**src/hw/rtl/mmcc_pkg.sv**
```systemverilog
// Package: check mode codes, CRC constants, result type and per-byte code functions.
`default_nettype none

package mmcc_pkg;

  localparam int unsigned ModeWidth = 3;

  localparam logic [ModeWidth-1:0] MODE_CRC16    = 3'd0;
  localparam logic [ModeWidth-1:0] MODE_CHECKSUM = 3'd1;
  localparam logic [ModeWidth-1:0] MODE_EVEN_PAR = 3'd2;
  localparam logic [ModeWidth-1:0] MODE_ODD_PAR  = 3'd3;
  localparam logic [ModeWidth-1:0] MODE_2D_PAR   = 3'd4;
  localparam logic [ModeWidth-1:0] MODE_HAMMING  = 3'd5;

  localparam logic [15:0] CRC_INIT    = 16'hFFFF;
  localparam logic [15:0] CRC_POLY    = 16'h1021;
  localparam logic [3:0]  NIBBLE_MASK = 4'hF;

  typedef logic [ModeWidth-1:0] mode_t;

  typedef struct packed {
    logic [6:0]  high_codeword;
    logic [6:0]  low_codeword;
    logic        row_parity;
    logic [15:0] check_value;
    logic        check_valid;
  } result_t;

  // Bytewise CRC-16/CCITT-FALSE update, MSB first.
  function automatic logic [15:0] crc_byte(input logic [15:0] crc, input logic [7:0] b);
    logic [15:0] c;
    c = crc ^ {b, 8'h00};
    for (int k = 0; k < 8; k++) begin
      if (c[15]) begin
        c = {c[14:0], 1'b0} ^ CRC_POLY;
      end else begin
        c = {c[14:0], 1'b0};
      end
    end
    return c;
  endfunction

  // Ones'-complement add with end-around carry folded.
  function automatic logic [15:0] ones_add(input logic [15:0] sum, input logic [15:0] word);
    logic [16:0] s;
    s = {1'b0, sum} + {1'b0, word};
    return s[15:0] + {15'd0, s[16]};
  endfunction

  // Codeword bits 6..0 = p1 p2 d0 p3 d1 d2 d3, d0 the nibble MSB.
  function automatic logic [6:0] hamming74(input logic [3:0] nib);
    logic d0, d1, d2, d3;
    d0 = nib[3];
    d1 = nib[2];
    d2 = nib[1];
    d3 = nib[0];
    return {d0 ^ d1 ^ d3, d0 ^ d2 ^ d3, d0, d1 ^ d2 ^ d3, d1, d2, d3};
  endfunction

endpackage

`default_nettype wire

```
**src/hw/rtl/mmcc_if.sv**
```systemverilog
// Interfaces: message byte channel and result channel with valid/ready handshake.
`default_nettype none

interface mmcc_byte_if;
  logic       valid;
  logic       ready;
  logic [7:0] data_byte;
  logic       last_byte;

  modport source (output valid, output data_byte, output last_byte, input ready);
  modport sink   (input valid, input data_byte, input last_byte, output ready);
endinterface

interface mmcc_result_if;
  logic        valid;
  logic        ready;
  logic [6:0]  high_codeword;
  logic [6:0]  low_codeword;
  logic        row_parity;
  logic [15:0] check_value;
  logic        check_valid;

  modport source (output valid, output high_codeword, output low_codeword, output row_parity,
                  output check_value, output check_valid, input ready);
  modport sink   (input valid, input high_codeword, input low_codeword, input row_parity,
                  input check_value, input check_valid, output ready);
endinterface

`default_nettype wire

```
**src/hw/rtl/multi_mode_check_code_engine.sv**
```systemverilog
// Top level: CRC-16, internet checksum, parity, 2D parity and Hamming(7,4) engine.
//
//   channel   dir  handshake      payload
//   msg       in   valid/ready    data_byte[7:0], last_byte
//   result    out  valid/ready    high_codeword, low_codeword, row_parity,
//                                 check_value[15:0], check_valid
//   cfg       in   cfg_write      cfg_data[2:0] -> check_mode
//
// One byte per cycle sustained while result.ready holds; a request passes an input
// register and then a result register. The message accumulators update as a byte
// leaves the input register. Reset sets check_mode to crc16 and clears both stages.
// A stalled result holds; the input register still takes one more request behind it.
`default_nettype none

module multi_mode_check_code_engine (
  input  wire logic                  clk,
  input  wire logic                  rst,
  input  wire logic                  cfg_write,
  input  wire mmcc_pkg::mode_t       cfg_data,
  mmcc_byte_if.sink                  msg,
  mmcc_result_if.source              result
);
  import mmcc_pkg::*;

  mode_t       check_mode;

  logic        in_valid;
  logic [7:0]  in_byte;
  logic        in_last;

  logic        out_valid;
  result_t     out_data;
  result_t     out_data_next;

  logic [15:0] crc_accum;
  logic [15:0] sum_accum;
  logic        ones_parity;
  logic [7:0]  column_parity;
  logic [7:0]  pending_high_byte;
  logic        half_pair;

  logic [15:0] crc_next;
  logic [15:0] sum_next;
  logic        ones_parity_next;
  logic [7:0]  column_parity_next;
  logic [7:0]  pending_next;
  logic        half_pair_next;
  logic        rowp;

  logic        out_ready;
  logic        advance;

  assign out_ready = !out_valid || result.ready;
  assign advance   = in_valid && out_ready;
  assign msg.ready = !in_valid || out_ready;

  always_ff @(posedge clk) begin
    if (rst) begin
      check_mode <= MODE_CRC16;
    end else if (cfg_write) begin
      check_mode <= cfg_data;
    end
  end

  // Input register.
  always_ff @(posedge clk) begin
    if (rst) begin
      in_valid <= 1'b0;
    end else if (msg.ready) begin
      in_valid <= msg.valid;
    end
  end

  always_ff @(posedge clk) begin
    if (msg.valid && msg.ready) begin
      in_byte <= msg.data_byte;
      in_last <= msg.last_byte;
    end
  end

  always_comb begin
    rowp               = ^in_byte;
    crc_next           = crc_byte(crc_accum, in_byte);
    ones_parity_next   = ones_parity ^ rowp;
    column_parity_next = column_parity ^ in_byte;
    sum_next           = sum_accum;
    pending_next       = pending_high_byte;
    half_pair_next     = half_pair;
    if (half_pair) begin
      sum_next       = ones_add(sum_accum, {pending_high_byte, in_byte});
      pending_next   = 8'h00;
      half_pair_next = 1'b0;
    end else if (in_last) begin
      // pad the odd final byte with zero
      sum_next = ones_add(sum_accum, {in_byte, 8'h00});
    end else begin
      pending_next   = in_byte;
      half_pair_next = 1'b1;
    end
  end

  always_comb begin
    out_data_next.high_codeword = hamming74(in_byte[7:4] & NIBBLE_MASK);
    out_data_next.low_codeword  = hamming74(in_byte[3:0] & NIBBLE_MASK);
    out_data_next.row_parity    = rowp;
    out_data_next.check_value   = 16'h0000;
    out_data_next.check_valid   = 1'b0;
    if (in_last) begin
      out_data_next.check_valid = 1'b1;
      unique case (check_mode)
        MODE_CRC16:    out_data_next.check_value = crc_next;
        MODE_CHECKSUM: out_data_next.check_value = ~sum_next;
        MODE_EVEN_PAR: out_data_next.check_value = {15'd0, ones_parity_next};
        MODE_ODD_PAR:  out_data_next.check_value = {15'd0, ~ones_parity_next};
        MODE_2D_PAR:   out_data_next.check_value = {8'h00, column_parity_next};
        default:       out_data_next.check_valid = 1'b0;
      endcase
    end
  end

  // Message accumulators: advance on each byte, restart after the last one.
  always_ff @(posedge clk) begin
    if (rst) begin
      crc_accum         <= CRC_INIT;
      sum_accum         <= 16'h0000;
      ones_parity       <= 1'b0;
      column_parity     <= 8'h00;
      pending_high_byte <= 8'h00;
      half_pair         <= 1'b0;
    end else if (advance) begin
      if (in_last) begin
        crc_accum         <= CRC_INIT;
        sum_accum         <= 16'h0000;
        ones_parity       <= 1'b0;
        column_parity     <= 8'h00;
        pending_high_byte <= 8'h00;
        half_pair         <= 1'b0;
      end else begin
        crc_accum         <= crc_next;
        sum_accum         <= sum_next;
        ones_parity       <= ones_parity_next;
        column_parity     <= column_parity_next;
        pending_high_byte <= pending_next;
        half_pair         <= half_pair_next;
      end
    end
  end

  // Result register.
  always_ff @(posedge clk) begin
    if (rst) begin
      out_valid <= 1'b0;
    end else if (out_ready) begin
      out_valid <= in_valid;
    end
  end

  always_ff @(posedge clk) begin
    if (advance) begin
      out_data <= out_data_next;
    end
  end

  assign result.valid         = out_valid;
  assign result.high_codeword = out_data.high_codeword;
  assign result.low_codeword  = out_data.low_codeword;
  assign result.row_parity    = out_data.row_parity;
  assign result.check_value   = out_data.check_value;
  assign result.check_valid   = out_data.check_valid;

endmodule

`default_nettype wire

```
**src/flat_wrapper.sv**
```systemverilog
// flat-port wrapper written by rule: the top's interface ports become plain ports
module multi_mode_check_code_engine_flat import mmcc_pkg::*;
  (clk, rst, cfg_write, cfg_data, msg_valid, msg_data_byte, msg_last_byte, msg_ready, result_valid, result_high_codeword, result_low_codeword, result_row_parity, result_check_value, result_check_valid, result_ready);
  mmcc_byte_if msg_i ();
  mmcc_result_if result_i ();
  input  wire logic clk;
  input  wire logic rst;
  input  wire logic cfg_write;
  input  wire mmcc_pkg::mode_t cfg_data;
  input wire logic [$bits(msg_i.valid)-1:0] msg_valid;
  input wire logic [$bits(msg_i.data_byte)-1:0] msg_data_byte;
  input wire logic [$bits(msg_i.last_byte)-1:0] msg_last_byte;
  output wire logic [$bits(msg_i.ready)-1:0] msg_ready;
  output wire logic [$bits(result_i.valid)-1:0] result_valid;
  output wire logic [$bits(result_i.high_codeword)-1:0] result_high_codeword;
  output wire logic [$bits(result_i.low_codeword)-1:0] result_low_codeword;
  output wire logic [$bits(result_i.row_parity)-1:0] result_row_parity;
  output wire logic [$bits(result_i.check_value)-1:0] result_check_value;
  output wire logic [$bits(result_i.check_valid)-1:0] result_check_valid;
  input wire logic [$bits(result_i.ready)-1:0] result_ready;
  assign msg_i.valid = msg_valid;
  assign msg_i.data_byte = msg_data_byte;
  assign msg_i.last_byte = msg_last_byte;
  assign msg_ready = msg_i.ready;
  assign result_valid = result_i.valid;
  assign result_high_codeword = result_i.high_codeword;
  assign result_low_codeword = result_i.low_codeword;
  assign result_row_parity = result_i.row_parity;
  assign result_check_value = result_i.check_value;
  assign result_check_valid = result_i.check_valid;
  assign result_i.ready = result_ready;
  multi_mode_check_code_engine u_core (.clk(clk), .rst(rst), .cfg_write(cfg_write), .cfg_data(cfg_data), .msg(msg_i), .result(result_i));
endmodule
```
**config.mk**
```make
export PLATFORM = sky130hd
export DESIGN_NAME = multi_mode_check_code_engine_flat
export DESIGN_NICKNAME = d
export VERILOG_FILES = /design/src/hw/rtl/mmcc_pkg.sv /design/src/hw/rtl/mmcc_if.sv /design/src/hw/rtl/multi_mode_check_code_engine.sv /design/src/flat_wrapper.sv
export SDC_FILE = /design/constraint.sdc
export NUM_CORES = 1
export LEC_CHECK = 0
export ABC_AREA = 1
export BUFFER_PORTS_ARGS = -buffer_cell sky130_fd_sc_hd__buf_2
export CAP_MARGIN = 25
export CORE_MARGIN = 5
export CORE_UTILIZATION = 60
export DETAILED_ROUTE_END_ITERATION = 10
export HOLD_SLACK_MARGIN = 0.08
export PLACE_DENSITY = 0.78
export SYNTH_ARGS = -nofsm -noshare
export SYNTH_HDL_FRONTEND = slang
export SYNTH_SLANG_ARGS = --single-unit
```
**constraint.sdc**
```tcl
create_clock -name clk -period 3.8 [get_ports clk]
set_input_delay 0.76 -clock clk [delete_from_list [all_inputs] [get_ports clk]]
set_output_delay 0.76 -clock clk [all_outputs]
set_load 0.02 [all_outputs]
```
==> flow_metrics.tcl, run 1 <==
set metrics [dict create \
    vias 6295 \
    hold_start "u_core.pending_high_byte[5]" \
    area_growth_pct 17.2 \
    antenna_found_initial 1 \
    path_cells "buf_4 > buf_4 > ha_2 > fa_2 > nand4_1 > o211ai_1 > a21oi_1 > o21bai_1 > buf_4 > ha_1 > ha_1 > nand3_1 > nor2_2 > nand2_1 > nor2_4 > nand3b_1 > nor2_2 > nand2_1 > nand2_1 > nand3_1 > nand2_1 > nand2_1 > nand2_1 > a21oi_2" \
    drv_slew 0 \
    cts_hold_buffers 0 \
    finalCriticalPeriod_ns 3.74 \
    p_per_area_nw_per_um2 346 \
    synth_area_um2 6160 \
    fin_area_um2 7220 \
    endpoint "u_core.result.check_value[14]" \
    crit_buf_inv 3 \
    initial_core_util 0.605 \
    worstReg2RegStart "u_core.in_byte[0]" \
    crit_fanout 2 \
    row_count 37 \
    reg2reg_slack_ns 0.06 \
    critPathLaunchType "flop" \
    r2r_cells 24 \
    post-dp-hpwl_um 13600 \
    synth-seq-area-share 0.378 \
    ys_ff_latch 96 \
    synth.top_cells.by_area "edfxtp_1 (20%), dfxtp_1 (18%), nand2_1 (16%)" \
    hold_path_class "reg -> reg" \
    layout_common_cells "nand2_1 (247), inv_1 (93), a21oi_1 (61)" \
    drv_cap 0 \
    r2r-end "u_core.result.check_value[14]" \
    dieArea_um2 12400 \
    crit_arrival_ns 3.87 \
    dieWidth_um 111 \
    synth_cell_types 38 \
    status "completed" \
    pin_count 51 \
    clk_latency_ns 0.37 \
    cts.path.max_buffers 2 \
    fillers 830 \
    drive_above_1_share 0.182 \
    synth_warnings 0 \
    antenna_left 0 \
    ys.flop_type "dfxtp_1" \
    yosysTopAreaCell "edfxtp_1" \
    die_h_um 111 \
    cts_made_buffers 9 \
    worst-path-stages 24 \
    path_clk_slew_ns 0.10 \
    timing.slew.headroom 0.329 \
    rsz0062_at_grt "true" \
    first_iter_violations 776 \
    drc 0 \
    pre_cts_slack_ns -0.0724 \
    holdWs_ns 0.478 \
    fin_ws_ns 0.0578 \
    ir_drop_uv 230 \
    async_flop_share 0 \
    antennaDiodeCount 0 \
    gp_congestion 0.960 \
    hold_viol_final 0 \
    setup_violations 0 \
    grt_usage 0.291 \
    multi_input_area_um2 3520 \
    syn_nets 897 \
    grt_overflow 0 \
    synth_edf_count 41 \
    layout.area.seq_um2 2330 \
    critPathLaunch "u_core.in_byte[0]" \
    timing.fmax_ghz 0.267 \
    grt_max_degree 36 \
    cp-end-kind "flop" \
    grt_pass1_wl_um 29000 \
    final_common_cell "nand2_1" \
    numPortBuffers 50 \
    crit_top_cell "nand2_1" \
    clock_skew_ns 0.0136 \
    crit_path_top_delay_cell "edfxtp_1" \
    grt_pass1_vias 5853 \
    synth_cells 850 \
    first_pass_iters 6 \
    synth_top_area_frac 0.200 \
    worstSetupPathType "reg -> reg" \
    max_stage_delay_ns 0.37 \
    period_share 0.985 \
    crit_required_ns 3.93 \
    post-route-util 0.709 \
    ctsHtreeMaxLevel 3 \
    core-area_um2 10200 \
    leakagePower_nw 3.19 \
    place_area_um2 6660 \
    worst_pin_slew_ns 1.00 \
    via_per_inst 5.90 \
    cts_sinks 96 \
    crit_family "simple AND/OR/NAND/NOR gates" \
    postSynthAreaPerCell_um2 7.25 \
    wirelength_um 18700 \
    layout.nets 973 \
    cts_root_buf "clkbuf_8" \
    cts_tree "built" \
    wl_per_cell_um 17.5 \
]
[logic make-up after synthesis]
group           Yosys count  share of synthesized area
simple gates            410                      0.274
fa+ha+maj                30                     0.0633
xor+xnor                 52                     0.0788
flops                    96                      0.378
compound gates          134                      0.125
buf+inv                 128                     0.0800
[timing repair]
| action | CTS | global route |
|---|---|---|
| buffers inserted | 5 | 13 |
| resized for setup | 6 | 48 |
| pin swaps | 2 | 23 |
| endpoints found under the setup margin | 7 | 23 |
| endpoints found under the hold margin | 0 | 0 |
[registers in the layout, indices dropped and copies added (netlist names), 3 cells and up]
register,flops
u_core.crc_accum,16
u_core.result.check_value,16
u_core.sum_accum,16
u_core.column_parity,8
u_core.in_byte,8
u_core.pending_high_byte,8
u_core.result.high_codeword,7
u_core.result.low_codeword,7
u_core.check_mode,3
[worst min-delay path: cells and delay by family (launching register included)]
kind | cells | cell delay (ns)
DFF | 1 | 0.33
and+or+nand+nor | 1 | 0.06
AOI/OAI and AO/OA | 1 | 0.05
[where the power goes]
| part | leakage (nW) | switching [mW] | internal (mW) |
|---|---|---|---|
| registers | 0.839 | 0.0363 | 1.13 |
| logic | 2.24 | 0.337 | 0.178 |
| clock network | 0.117 | 0.374 | 0.442 |
| total | 3.19 | 0.747 | 1.75 |
[stage by stage]
stage | setup TNS, ns | total power [mW] | std cells
floorplan | 0 | 1.52 | 850
global placement | 0 | 1.66 | 1033
detailed placement | -0.132 | 1.67 | 1033
CTS | 0 | 2.47 | 1054
global route | -0.396 | 2.60 | 1067
finish | 0 | 2.50 | 1067
[synthesized netlist by cell type (2+ instances only)]
cell and n:
nand2_1 257, inv_1 97, a21oi_1 64, nor2_1 63
nand3_1 56, dfxtp_1 55, edfxtp_1 41, ha_1 28
clkbuf_1 24, xnor2_1 24, xor2_1 24, o22ai_1 18
o21ai_0 14, nand4_1 11, a31oi_1 8, a22oi_1 7
nor3_1 7, nand3b_1 5, o21ai_1 5, buf_2 4
nor2_2 4, o211ai_1 4, o21a_1 4, or2_2 4
xor2_2 3, a21o_1 2, a2bb2oi_1 2, fa_1 2
inv_2 2, o21bai_1 2, o31ai_1 2
[per-layer routing]
| layer | track usage | up-vias | wire length [µm] |
|---|---|---|---|
| li1 | - | 2934 | - |
| met1 | 0.362 | 2880 | 7240 |
| met2 | 0.477 | 387 | 8580 |
| met3 | 0.0745 | 92 | 1960 |
| met4 | 0.131 | 2 | 896 |
| met5 | 0 | - | 7 |
[final cells by class]
cell class | count | share of cell area
clock buffer | 10 | 0.0177
sequential | 96 | 0.323
multi-input combinational | 626 | 0.488
tap | 136 | 0.0236
clock inverter | 6 | 0.0159
timing repair buffer | 94 | 0.0804
inverter | 99 | 0.0515
[worst min-delay path by stage]
stage	endpoint	slack, ns	cells after the start
global route	u_core.pending_high_byte[5]	0.51	2
CTS	u_core.pending_high_byte[5]	0.48	2
finish	u_core.pending_high_byte[5]	0.48	2
floorplan	u_core.pending_high_byte[0]	0.45	2
detailed placement	u_core.pending_high_byte[5]	0.46	2
global placement	u_core.pending_high_byte[6]	0.46	2
Power figures use the tool's default switching activity.
==> inputs of run 2 (changes only) <==
Settings changed: ABC_CLOCK_PERIOD_IN_PS set to 3800, CELL_PAD_IN_SITES_DETAIL_PLACEMENT set to 0, CELL_PAD_IN_SITES_GLOBAL_PLACEMENT set to 1, CORE_UTILIZATION 60 to 44.
==> flow_metrics.tcl, run 2 (synthesis gave the netlist of run 1 again) <==
set metrics [dict create \
    crit_buf_inv 4 \
    worstSetupPathType "reg -> reg" \
    antenna_found_initial 0 \
    die_h_um 128 \
    antenna_left 0 \
    row_count 43 \
    drv_slew 0 \
    r2r_cells 26 \
    first_iter_violations 494 \
    cts_made_buffers 9 \
    reg2reg_slack_ns 0.19 \
    cts_sinks 96 \
    rsz0062_at_grt "true" \
    worst_pin_slew_ns 0.742 \
    place_area_um2 6790 \
    wirelength_um 19900 \
    ctsHtreeMaxLevel 3 \
    post-dp-hpwl_um 15500 \
    critPathLaunchType "flop" \
    post-route-util 0.532 \
    worstReg2RegStart "u_core.in_byte[0]" \
    p_per_area_nw_per_um2 362 \
    timing.fmax_ghz 0.277 \
    hold_path_class "reg -> reg" \
    crit_path_top_delay_cell "fa_2" \
    grt_usage 0.243 \
    hold_start "u_core.pending_high_byte[0]" \
    path_clk_slew_ns 0.07 \
    max_stage_delay_ns 0.40 \
    ir_drop_uv 403 \
    crit_required_ns 3.90 \
    pin_count 51 \
    r2r-end "u_core.result.check_value[12]" \
    grt_pass1_vias 5577 \
    timing.slew.headroom 0.505 \
    numPortBuffers 50 \
    crit_arrival_ns 3.71 \
    cts.path.max_buffers 2 \
    grt_pass1_wl_um 30500 \
    cts_root_buf "clkbuf_16" \
    clk_latency_ns 0.36 \
    dieArea_um2 16500 \
    area_growth_pct 19.4 \
    fin_area_um2 7360 \
    finalCriticalPeriod_ns 3.61 \
    cp-end-kind "flop" \
    holdWs_ns 0.473 \
    status "completed" \
    crit_top_cell "nand2_2" \
    layout_common_cells "nand2_1 (245), inv_1 (93), a21oi_1 (62)" \
    dieWidth_um 128 \
    initial_core_util 0.446 \
    via_per_inst 5.32 \
    grt_overflow 0 \
    drc 0 \
    core-area_um2 13800 \
    min_to "u_core.pending_high_byte[0]" \
    cts_hold_buffers 0 \
    crit_family "simple AND/OR/NAND/NOR gates" \
    gp_congestion 0.938 \
    cts_tree "built" \
    first_pass_iters 5 \
    drive_above_1_share 0.177 \
    layout.nets 976 \
    clock_skew_ns 0.00880 \
    leakagePower_nw 3.25 \
    final_common_cell "nand2_1" \
    grt_max_degree 53 \
    setup_violations 0 \
    hold_depth 2 \
    wl_per_cell_um 17.8 \
    vias 5924 \
    hold_viol_final 0 \
    period_share 0.951 \
    crit_fanout 3 \
    antennaDiodeCount 0 \
    drv_cap 0 \
]
==> run 2: changes by cell type in the layout (fill, tap and decap cells not counted), sizes merged <==
cell / before / now
buf: 94 / 97
bufinv: 3 / 1
clkinv: 0 / 1
clkinvlp: 1 / 0
inv: 101 / 103
==> run 2: metrics by stage <==
stage / worst slack (ns) / setup TNS (ns) / power (mW) / instances
6_report: 0.187 / 0 / 2.67 / 1114
5_1_grt: -0.0627 / -0.235 / 2.77 / 1114
4_1_cts: 0.138 / 0 / 2.66 / 1103
3_5_place_dp: 0.165 / 0 / 1.69 / 1087
3_3_place_gp: 0.188 / 0 / 1.69 / 1087
2_1_floorplan: 0.333 / 0 / 1.52 / 850
==> run 2: worst min-delay path, stage by stage, from the launching register on <==
cell and delay (ns):
dfxtp_1 0.31, nand2_1 0.06, a21oi_1 0.05
==> run 2: routing by layer <==
metal | up-vias | share of wire | GRT usage
li1 | 2957 | - | -
met1 | 2757 | 0.48 | 0.343
met2 | 177 | 0.45 | 0.374
met3 | 33 | 0.050 | 0.0432
met4 | 0 | 0.026 | 0.0849
met5 | - | 0 | 0
==> run 2: final cells by class <==
class	count	area (µm²)
clock buffer	10	239
clock inverter	6	73.8
fill	1382	6470
inverter	99	372
multi-input combinational	626	3500
sequential	96	2330
tap	180	225
timing repair buffer	97	619
==> run 2: where the power goes <==
group	leakage [nW]	internal, mW	switching, mW
Clock	0.155	0.541	0.436
Sequential	0.838	1.13	0.0346
Combinational	2.26	0.182	0.339
Total	3.25	1.86	0.810
==> run 2: how the worst max path moves through the flow <==
stage	startpoint	end	slack [ns]	cells past startpoint
2_1_floorplan	u_core.in_byte[1]	u_core.result.check_value[14]	0.33	26
3_3_place_gp	u_core.in_byte[0]	u_core.sum_accum[13]	0.19	19
3_5_place_dp	u_core.in_byte[0]	u_core.result.check_value[14]	0.16	27
4_1_cts	u_core.in_byte[0]	u_core.result.check_value[14]	0.14	27
5_1_grt	u_core.in_byte[0]	u_core.result.check_value[12]	-0.06	26
6_report	u_core.in_byte[0]	u_core.result.check_value[12]	0.19	26
==> run 2: timing repair <==
item                                    in CTS  in global routing
setup buffers                                0                  9
endpoints found under the setup margin       0                 21
resized for setup                            0                 47
==> inputs of run 3 (changes only) <==
Settings changed: BUFFER_PORTS_ARGS -buffer_cell sky130_fd_sc_hd__buf_2 to -buffer_cell sky130_fd_sc_hd__buf_4.
==> flow_metrics.tcl, run 3 (synthesis gave the netlist of run 1 again) <==
set metrics [dict create \
    r2r_cells 24 \
    drc 0 \
    clock_skew_ns 0.0117 \
    via_per_inst 5.38 \
    grt_usage 0.245 \
    tns_ns 0 \
    cts_sinks 96 \
    antenna_found_initial 0 \
    core-area_um2 13800 \
    period_share 0.971 \
    drive_above_1_share 0.177 \
    drv_slew 0 \
    cts.path.max_buffers 2 \
    antenna_left 0 \
    place_area_um2 6880 \
    p_per_area_nw_per_um2 347 \
    sw_frac_of_total 0.311 \
    p_switching_uw 803 \
    clk_latency_ns 0.36 \
    crit_required_ns 3.87 \
    cts_root_buf "clkbuf_16" \
    drv_cap 0 \
    finalCriticalPeriod_ns 3.69 \
    final_common_cell "nand2_1" \
    leakagePower_nw 3.26 \
    crit_arrival_ns 3.76 \
    fin_area_um2 7430 \
    cts_tree "built" \
    timing.slew.headroom 0.473 \
    reg2reg_slack_ns 0.11 \
    first_iter_violations 611 \
    hold_viol_final 0 \
    wirelength_um 20100 \
    dieArea_um2 16500 \
    setup_violations 0 \
    pwr-share-seq 0.454 \
    worstReg2RegStart "u_core.in_byte[4]" \
    endpoint "u_core.result.check_value[15]" \
    grt_overflow 0 \
    p_comb_frac 0.206 \
    cp-end-kind "flop" \
    antennaDiodeCount 0 \
    grt_max_degree 53 \
    area_growth_pct 20.5 \
    holdWs_ns 0.470 \
    worstSetupPathType "reg -> reg" \
    hold_start "u_core.pending_high_byte[2]" \
    numPortBuffers 50 \
    worst_pin_slew_ns 0.789 \
    die_h_um 128 \
    layout_common_cells "nand2_1 (246), inv_1 (95), buf_4 (92)" \
    finalPower_mw 2.58 \
    layout.nets 972 \
    critPathLaunchType "flop" \
    ir_drop_uv 259 \
    crit_fanout 3 \
    initial_core_util 0.446 \
    row_count 43 \
    grt_pass1_vias 5606 \
    dieWidth_um 128 \
    wl_per_cell_um 18.1 \
    status "completed" \
    vias 5969 \
    cts_made_buffers 9 \
    timing.fmax_ghz 0.271 \
    rsz0062_at_grt "true" \
    gp_congestion 0.932 \
    r2r-end "u_core.result.check_value[15]" \
    pin_count 51 \
    grt_pass1_wl_um 30800 \
    post-dp-hpwl_um 15500 \
    critPathLaunch "u_core.in_byte[4]" \
    path_clk_slew_ns 0.07 \
    ctsHtreeMaxLevel 3 \
    first_pass_iters 5 \
    cts_hold_buffers 0 \
    hold_path_class "reg -> reg" \
    internal_power_mw 1.78 \
    p_clk_frac 0.341 \
]
-- run 3: cell types whose count changed in the layout (fill, tap and decap cells not counted), moves of 3 or more --
cell | previous run | this run
buf_4 | 45 | 92
buf_2 | 50 | 0
ha_2 | 3 | 6
nor2_1 | 57 | 54
-- run 3: worst min path at each step --
stage / end / slack, ns / depth (start not counted)
floorplan: u_core.pending_high_byte[0] / 0.45 / 2
global placement: u_core.pending_high_byte[2] / 0.46 / 2
detailed placement: u_core.pending_high_byte[2] / 0.46 / 2
CTS: u_core.pending_high_byte[2] / 0.47 / 2
global route: u_core.pending_high_byte[2] / 0.49 / 2
finish: u_core.pending_high_byte[2] / 0.47 / 2
-- run 3: power by group through the flow --
stage,Sequential [mW],Combinational [mW],Clock (mW)
2_1_floorplan,1.21,0.310,0
3_3_place_gp,1.19,0.506,0
3_5_place_dp,1.19,0.506,0
4_1_cts,1.17,0.510,0.901
5_1_grt,1.18,0.579,0.949
6_report,1.17,0.530,0.879
-- run 3: per-layer routing --
metal / part of all wire / track usage / wire (µm)
met1: 0.47 / 0.346 / 9430
met2: 0.44 / 0.373 / 8780
met3: 0.072 / 0.0606 / 1450
met4: 0.021 / 0.0743 / 421
met5: 0 / 0 / 0
-- run 3: timing repair --
action | in CTS | in global routing
setup buffers | 0 | 9
gates resized for setup | 0 | 48
endpoints found under the setup margin | 0 | 20
-- run 3: final cells by class --
type                       count  area, µm²
fill                        1352       6400
clock buffer                   9        225
sequential                    96       2330
clock inverter                 7       56.3
multi-input combinational    626       3510
inverter                      99        372
timing repair buffer          93        711
tap                          180        225
-- run 3: critical path, cell delays in order, from the launching register on --
cell      delay, ns
edfxtp_1       0.50
buf_4          0.19
ha_1           0.28
nand2_1        0.07
inv_1          0.05
nand4_1        0.07
o211ai_1       0.13
a21oi_1        0.12
o21bai_1       0.23
ha_2           0.23
nand2_1        0.09
nor2_1         0.15
nand2_2        0.12
nor2_4         0.16
nand4_1        0.13
nor2_1         0.13
nand2_1        0.11
nor2_2         0.12
nand2_1        0.07
nand2_1        0.05
nand3_1        0.07
nand2_2        0.12
nand2_1        0.07
nand2_1        0.07
a21oi_1        0.06
-- run 3: per-stage QoR --
stage	cells	utilization	worst slack, ns
global placement	1083	0.498	0.0802
CTS	1099	0.518	0.0253
detailed placement	1083	0.498	0.0504
finish	1110	0.537	0.111
global route	1110	0.537	-0.0929
floorplan	850	-	0.333
